--- src/sv/sfa_pkg.sv ---
// shared types and constants for the float adder
`timescale 1ns / 1ps
`default_nettype none
package sfa_pkg;
	localparam logic [2:0] ST_OK       = 3'd0;
	localparam logic [2:0] ST_DENORMAL = 3'd1;
	localparam logic [2:0] ST_INF      = 3'd2;
	localparam logic [2:0] ST_NAN      = 3'd3;
	localparam logic [2:0] ST_OVERFLOW = 3'd4;

	localparam logic [23:0] HIDDEN_BIT = 24'h800000;
	localparam logic [22:0] FRAC_MASK  = 23'h7fffff;
	localparam logic [23:0] SIG_MASK   = 24'hffffff;

	typedef struct packed {
		logic [31:0] a_bits;
		logic [31:0] b_bits;
	} sfa_in_t;

	typedef struct packed {
		logic [31:0] sum_bits;
		logic [2:0]  status;
	} sfa_out_t;

	// aligned operands after the first stage
	typedef struct packed {
		logic        special;
		logic [31:0] special_bits;
		logic [2:0]  special_status;
		logic        sl;
		logic        ss;
		logic [7:0]  el;
		logic [23:0] ml;
		logic [23:0] ms;
	} sfa_align_t;

	// raw sum after the second stage
	typedef struct packed {
		logic        special;
		logic [31:0] special_bits;
		logic [2:0]  special_status;
		logic        rs;
		logic [7:0]  el;
		logic [24:0] mag;
	} sfa_sum_t;
endpackage
`default_nettype wire

--- src/sv/sfa_align.sv ---
// stage 1 logic: unpack, special cases, operand swap and alignment shift
`timescale 1ns / 1ps
`default_nettype none
module sfa_align import sfa_pkg::*; (
	input  wire sfa_in_t    din,
	output sfa_align_t      dout
);
	logic        sa, sb;
	logic [7:0]  ea, eb, gap;
	logic [22:0] fa, fb;
	logic [23:0] ms_raw;

	always_comb begin
		sa = din.a_bits[31];
		ea = din.a_bits[30:23];
		fa = din.a_bits[22:0];
		sb = din.b_bits[31];
		eb = din.b_bits[30:23];
		fb = din.b_bits[22:0];
		dout = '0;
		dout.special = 1'b1;
		if (ea == 8'd0 && fa == 23'd0) begin
			dout.special_bits = din.b_bits;
		end else if (eb == 8'd0 && fb == 23'd0) begin
			dout.special_bits = din.a_bits;
		end else if (ea == 8'd0 || eb == 8'd0) begin
			dout.special_status = ST_DENORMAL;
		end else if ((ea == 8'hff && fa == 23'd0) || (eb == 8'hff && fb == 23'd0)) begin
			dout.special_status = ST_INF;
		end else if (ea == 8'hff || eb == 8'hff) begin
			dout.special_status = ST_NAN;
		end else begin
			dout.special = 1'b0;
		end
		if (ea >= eb) begin
			dout.sl = sa; dout.el = ea; dout.ml = {1'b1, fa};
			dout.ss = sb; ms_raw = {1'b1, fb}; gap = ea - eb;
		end else begin
			dout.sl = sb; dout.el = eb; dout.ml = {1'b1, fb};
			dout.ss = sa; ms_raw = {1'b1, fa}; gap = eb - ea;
		end
		dout.ms = (gap >= 8'd25) ? 24'd0 : (ms_raw >> gap[4:0]);
	end
endmodule
`default_nettype wire

--- src/sv/sfa_addsub.sv ---
// stage 2 logic: signed significand add or subtract
`timescale 1ns / 1ps
`default_nettype none
module sfa_addsub import sfa_pkg::*; (
	input  wire sfa_align_t din,
	output sfa_sum_t        dout
);
	always_comb begin
		dout.special        = din.special;
		dout.special_bits   = din.special_bits;
		dout.special_status = din.special_status;
		dout.el             = din.el;
		if (din.sl == din.ss) begin
			dout.mag = {1'b0, din.ml} + {1'b0, din.ms};
			dout.rs  = din.sl;
		end else if (din.ml >= din.ms) begin
			dout.mag = {1'b0, din.ml - din.ms};
			dout.rs  = din.sl;
		end else begin
			dout.mag = {1'b0, din.ms - din.ml};
			dout.rs  = din.ss;
		end
	end
endmodule
`default_nettype wire

--- src/sv/sfa_norm.sv ---
// stage 3 logic: leading-one normalize, overflow and underflow
`timescale 1ns / 1ps
`default_nettype none
module sfa_norm import sfa_pkg::*; (
	input  wire sfa_sum_t din,
	output sfa_out_t      dout
);
	logic [4:0]  lz;
	logic [23:0] sig;
	logic [9:0]  e;

	always_comb begin
		lz = 5'd0;
		for (int i = 0; i < 24; i++) begin
			if (din.mag[i]) lz = 5'(23 - i);
		end
		if (din.mag[24]) begin
			sig = din.mag[24:1];
			e   = {2'b00, din.el} + 10'd1;
		end else begin
			sig = din.mag[23:0] << lz;
			e   = {2'b00, din.el} - {5'd0, lz};
		end
		dout.status = ST_OK;
		if (din.special) begin
			dout.sum_bits = din.special_bits;
			dout.status   = din.special_status;
		end else if (din.mag == 25'd0) begin
			dout.sum_bits = 32'd0;
		end else if (!e[9] && e >= 10'd255) begin
			dout.sum_bits = {din.rs, 31'h7f800000};
			dout.status   = ST_OVERFLOW;
		end else if (e[9] || e == 10'd0) begin
			dout.sum_bits = 32'd0;
		end else begin
			dout.sum_bits = {din.rs, e[7:0], sig[22:0] & FRAC_MASK};
		end
	end
endmodule
`default_nettype wire

--- src/sv/single_float_adder.sv ---
// top level of the pipelined single-precision float adder
// pipeline: the accepted input is registered in stage 1, then stage 2, then stage 3, which drives out_data
// throughput: one transaction per cycle; stall holds the whole pipeline,
// bubbles are filled even under stall
// reset: arst_n asynchronously clears all stage valid bits
`timescale 1ns / 1ps
`default_nettype none
module single_float_adder import sfa_pkg::*; (
	input  wire        clk,
	input  wire        arst_n,
	input  wire        in_valid,
	output logic       in_stall,
	input  wire sfa_in_t in_data,
	output logic       out_valid,
	input  wire        out_stall,
	output sfa_out_t   out_data
);
	sfa_align_t a_c, a_s1;
	sfa_sum_t   s_c, s_s2;
	sfa_out_t   n_c, n_s3;
	logic v_s1, v_s2, v_s3;
	logic en1, en2, en3;

	sfa_align  u_align  (.din(in_data), .dout(a_c));
	sfa_addsub u_addsub (.din(a_s1),    .dout(s_c));
	sfa_norm   u_norm   (.din(s_s2),    .dout(n_c));

	assign en3 = !v_s3 || !out_stall;
	assign en2 = !v_s2 || en3;
	assign en1 = !v_s1 || en2;
	assign in_stall  = !en1;
	assign out_valid = v_s3;
	assign out_data  = n_s3;

	always_ff @(posedge clk or negedge arst_n) begin
		if (!arst_n) begin
			v_s1 <= 1'b0;
			v_s2 <= 1'b0;
			v_s3 <= 1'b0;
		end else begin
			if (en1) v_s1 <= in_valid;
			if (en2) v_s2 <= v_s1;
			if (en3) v_s3 <= v_s2;
		end
	end

	always_ff @(posedge clk) begin
		if (en1) a_s1 <= a_c;
		if (en2) s_s2 <= s_c;
		if (en3) n_s3 <= n_c;
	end
endmodule
`default_nettype wire

--- config.mk ---
export PLATFORM = sky130hd
export DESIGN_NAME = single_float_adder
export DESIGN_NICKNAME = d
export VERILOG_FILES = /design/src/sv/sfa_pkg.sv /design/src/sv/sfa_align.sv /design/src/sv/sfa_addsub.sv /design/src/sv/sfa_norm.sv /design/src/sv/single_float_adder.sv
export SDC_FILE = /design/constraint.sdc
export NUM_CORES = 1
export LEC_CHECK = 0
export ABC_AREA = 1
export BUFFER_PORTS_ARGS = -buffer_cell sky130_fd_sc_hd__buf_2
export CAP_MARGIN = 0
export CORE_ASPECT_RATIO = 2
export CORE_UTILIZATION = 50
export CTS_BUF_LIST = sky130_fd_sc_hd__clkbuf_8
export DETAILED_ROUTE_END_ITERATION = 10
export HOLD_SLACK_MARGIN = 0.12
export PLACE_DENSITY = 0.64
export SLEW_MARGIN = 20
export SYNTH_ARGS = -nofsm -noshare
export SYNTH_HDL_FRONTEND = slang
export SYNTH_HIERARCHICAL = 1
export SYNTH_SLANG_ARGS = --single-unit
--- constraint.sdc ---
create_clock -name clk -period 6.8 [get_ports clk]
set_input_delay 0.34 -clock clk [delete_from_list [all_inputs] [get_ports clk]]
set_output_delay 0.34 -clock clk [all_outputs]
set_load 0.01 [all_outputs]
* After elaboration in Yosys (flattened, before gate mapping)
Index checks and enable logic that the tools add are counted.
Operators by class: reductions and logical operators 27, shift-type cells 2, eq/ne operators 3, multiplexer cells 45, $lt $le $gt $ge 4, add/sub/neg operators 7
Operators with widths (count):
- 32-bit two-way mux | 5
- 5-bit two-way mux | 24
- 24-bit subtractor | 2
- 23-bit zero test | 2
- 23-bit two-way mux | 2
- 35-bit two-way mux | 1
- 34-bit two-way mux | 1
- 24-bit by 24-bit adder with 25-bit output | 1
- 25-bit zero test | 1
- 25-bit two-way mux | 1
- 24-bit >= comparator | 1
- 24-bit two-way mux | 1
- 24-bit by 5-bit << shifter with 23-bit output | 1
- 24-bit by 5-bit >> shifter with 24-bit output | 1
- 8-bit equality test (second input constant) | 2
- 8-bit zero test | 2
- 8-bit subtractor | 2
- 10-bit by 8-bit >= comparator with 1-bit output (second input constant) | 1
- 10-bit zero test | 1
- 10-bit two-way mux | 1
- 8-bit by 1-bit adder with 9-bit output (second input constant) | 1
- 8-bit by 5-bit subtractor with 9-bit output | 1
- 8-bit by 5-bit >= comparator with 1-bit output (second input constant) | 1
- 8-bit >= comparator | 1
- other kinds (11) | 31
Word-level totals: bits of input ports 68, output and inout port bits 37, logic and storage cells 109, register bits after elaboration 202

* Depth between registers and ports, before layout
word-level depth 32, gate-level depth with buffers 45, depth with buffers taken out 43

* By module
Netlist, hierarchy kept.
Modules (own cells, without submodules):
- single_float_adder | times used 1, area each 6098.3 µm², cells each 212, sequential area each 6050.8 µm²
- sfa_addsub | times used 1, area each 5934.4 µm², cells each 1175, sequential area each 0.0 µm²
- sfa_align | times used 1, area each 3508.4 µm², cells each 716, sequential area each 0.0 µm²
- sfa_norm | times used 1, area each 2484.9 µm², cells each 538, sequential area each 0.0 µm²

* Worst setup path before layout
Ideal clock, no wire load.
path kind register -> register, from reg s_s2[2] (netlist name), to reg n_s3 (netlist bit out_data[14]) (data pin), cell stages (with the launch flop) 45, path buffers 2, setup slack 2.431 ns, library setup time 0.252 ns, required time 6.548 ns, period minus slack after synthesis 4.369 ns, arrival time 4.117 ns, cell sequence edfxtp_1 inv_1 nand2_1 nand2_1 nand2_1 nand2_1 nand2_1 nand2_1 nand2_1 nand2_1 nand2_1 nand2_1 nand2_1 nand2_1 nand2_1 nand2_1 nand2_1 nand2_1 [... 9 more ...] a21oi_1 o21bai_1 inv_1 nor2_1 inv_1 nand2_1 a21oi_1 xor2_1 nand3_1 nor4_1 nor2_1 inv_2 nor2_4 inv_2 buf_2 a21oi_1 nand2_1 nand2_1
RTL lines:
- from (decl) | line single_float_adder.sv:19 | sfa_sum_t s_c, s_s2;
- from (signal assigned) | line single_float_adder.sv:49 | if (en2) s_s2 <= s_c;
- to (signal assigned) | line single_float_adder.sv:50 | if (en3) n_s3 <= n_c;
- to (decl) | line single_float_adder.sv:20 | sfa_out_t n_c, n_s3;

==> impl_results.md <==
* Final Hold Violating Endpoints at 0
* Clock Skew at 0.06453 ns
* Syn Area/Cell at 6.825 um^2
* Gr usage total at 0.4380
* Port bufs at 104
* Max stage delay on crit path at 0.44 ns
* #FFs+latches synth at 202
* Clk sink count at 202
* CTS tree: built
* Most frequent cells in the layout: nand2_1, inv_1, nand3_1
* Die Y at 270.5 um
* Reg-to-Reg End: out_data[11]
* Fraction of registers with async set/reset at 0.01485
* DRC viols at 2
* Fmax achieved at 0.1796 GHz
* Pwr dens at 362.6 nW/um^2
* Rel. slew slack at 0.2210
* Layout cells sized above 1 at 0.09047
* Initial antenna violation count at 9
* Hold Path Depth at 3
* Largest net degree at the start of global routing at 79
* Final WL at 77.42 mm
* Initial detailed-routing violation count at 1,907
* Status: complete, but fails checks
* Actual slew at the worst max-slew pin at 1.156 ns
* Hold path start: in_data[60]
* Fillers at 3,572
* Setup Buffers After CTS at 0
* Via count at 18,640
* Cells after Synth at 2,641
* Post-Synthesis Cell Area at 18,030 um^2
* Post-DP HPWL at 60.34 mm
* Post-synth EDFFs at 199
* Arrival @ worst endpoint at 5.91 ns
* Chip width at 136.3 um
* Hold Path Sink: a_s1[53]
* Fin crit period at 5.567 ns
* NumNets Final at 2,859
* Clock tree buffer depth at 3
* Worst hold path type: input port to register
* Io pins at 105
* DRT antenna net count at 0
* CP Class: register to register
* Global-route wire length before repair at 115.7 mm
* Worst-case reg-to-reg path depth at 38
* Vias in the first global route at 18,170
* Post-CTS Resized at 0
* Via density at 5.889
* Top_reg_cell synth: edfxtp_1
* Hold buffer count at CTS at 20
* Max IR drop VDD at 0.0003000 V
* Crit-path max FO at 26
* Final RePlAce weighted congestion at 1.143
* CP max stage cell: edfxtp_1
* Max Slew Vio Count at 0
* R2R Setup Slk at 1.23 ns
* Sequential fraction of the synthesis area at 0.3357
* Initial DRT Pass Iterations at 11
* Most common cell after layout, fill and taps aside: nand2_1
* Root Driver: clkbuf_8
* Crit path launch type: register
* Unrepaired setup endpoints after global routing: false
* Violated checks: design-rule violations
* CORE AREA at 35,680 um^2
* Max Cap Viol at 0
* Worst hold margin at 0.1489 ns
* Total die area at 36,860 um^2
* Initial Utilization at 0.5052
* Site Rows at 98
* Period utilization at 0.8187
* Synth unique cells at 50
* Most used cell, CP: nand2_1
* Net Count, Synth at 2,811
* Final TNS setup at 0 ns
* Clk Latency, worst-skew pair at 0.65 ns
* DR WL/cell at 24.45 um
* Leak pwr at 9.790 nW
* YS warnings at 6
* Post-layout util at 0.5409
* Reg2reg start: s_s2[6]
* Final setup fails at 0
* Reg clk slew, reported paths at 0.07 ns
* Crit end category: register
* Syn-to-layout area delta at 7.059%
* Num CTS Buffers at 27
* Data required time at the worst endpoint at 7.14 ns
* Total gr overflow at 0
* CTS H-tree depth at 1
-- power by group --
group          internal, mW  switching [mW]  leakage, nW  total [mW]
registers              1.74           0.227         2.17        1.96
clock network         0.423           0.462        0.299       0.885
logic                  1.07            3.08         7.32        4.15
total                  3.23            3.77         9.79        7.00
-- how the worst max path moves through the flow --
stage	start	end	slack, ns	cells past startpoint
6_report	s_s2[6]	out_data[11]	1.23	38
5_1_grt	s_s2[2]	out_data[17]	0.65	42
4_1_cts	s_s2[2]	out_data[13]	1.46	42
3_5_place_dp	s_s2[2]	out_data[13]	1.51	42
3_3_place_gp	s_s2[2]	out_data[13]	1.60	42
2_1_floorplan	s_s2[2]	out_data[14]	2.43	44
-- synth_stat cells, types with 10 or more instances --
master | n | area, um^2
nand2_2 | 16 | 100.1
nor3_1 | 12 | 60.06
o21ai_1 | 10 | 50.05
nor2_1 | 126 | 473.0
clkbuf_1 | 29 | 108.9
nor2_2 | 20 | 125.1
nand2_1 | 933 | 3502
a21oi_1 | 102 | 510.5
buf_2 | 28 | 140.1
o22ai_1 | 32 | 200.2
ha_1 | 96 | 1201
inv_2 | 19 | 71.32
edfxtp_1 | 199 | 5976
nand3_1 | 335 | 1677
buf_4 | 70 | 525.5
o21ai_0 | 77 | 385.4
inv_1 | 352 | 1321
xor2_1 | 44 | 385.4
nor4_1 | 13 | 81.33
nand4_1 | 39 | 244.0
-- worst max-delay path: cells and delay by family, from the launching register on --
family / cells / cell delay (ns)
xor+xnor: 1 / 0.26
simple gates: 24 / 2.35
fa+ha+maj: 2 / 0.67
flops: 1 / 0.44
buf+inv: 6 / 1.04
compound gates: 5 / 0.46
-- cell families after synthesis --
kind of cell | count (synthesis) | share of synthesized area
fa+ha+maj | 102 | 0.07330
flops | 202 | 0.3357
buf+inv | 517 | 0.1274
xor+xnor | 49 | 0.02381
simple gates | 1515 | 0.3598
other cells | 2 | 0.0004166
compound gates | 254 | 0.07968
-- through the flow --
stage	area [um^2]	total power, mW	worst slack, ns	std cells
floorplan	18030	4.396	2.431	2641
global placement	18410	5.778	1.604	3075
detailed placement	18410	5.797	1.507	3075
CTS	19120	6.684	1.462	3143
global route	19280	7.452	0.6548	3159
finish	19300	6.998	1.233	3166
-- state kept, by name, summed over array words and instances, names as in the netlist --
register and cells:
v_s1 1, v_s2 1, s_s2 70, out_valid 1, a_s1 94, out_data 35
-- final cells by class --
| type | count | area (um^2) | share of cell area |
|---|---|---|---|
| Sequential cell | 202 | 6051 | 0.3135 |
| Multi-Input combinational cell | 1922 | 9721 | 0.5037 |
| Tap cell | 450 | 563.0 | 0.02918 |
| Inverter | 378 | 1424 | 0.07378 |
| Clock inverter | 20 | 121.4 | 0.006289 |
| Timing Repair Buffer | 158 | 1013 | 0.05252 |
| Antenna cell | 8 | 20.02 | 0.001037 |
| Clock buffer | 28 | 385.4 | 0.01997 |
-- metal layers --
metal	part of all wire	wire length (um)	GRT usage	up-vias
met5	0.00018	14	0.005556	-
met4	0.13	10380	0.4655	2
met3	0.080	6212	0.1608	441
met2	0.50	38330	0.7291	1132
met1	0.29	22480	0.3800	8477
li1	-	-	-	8592
No activity file was read; power rests on OpenSTA's default activity.
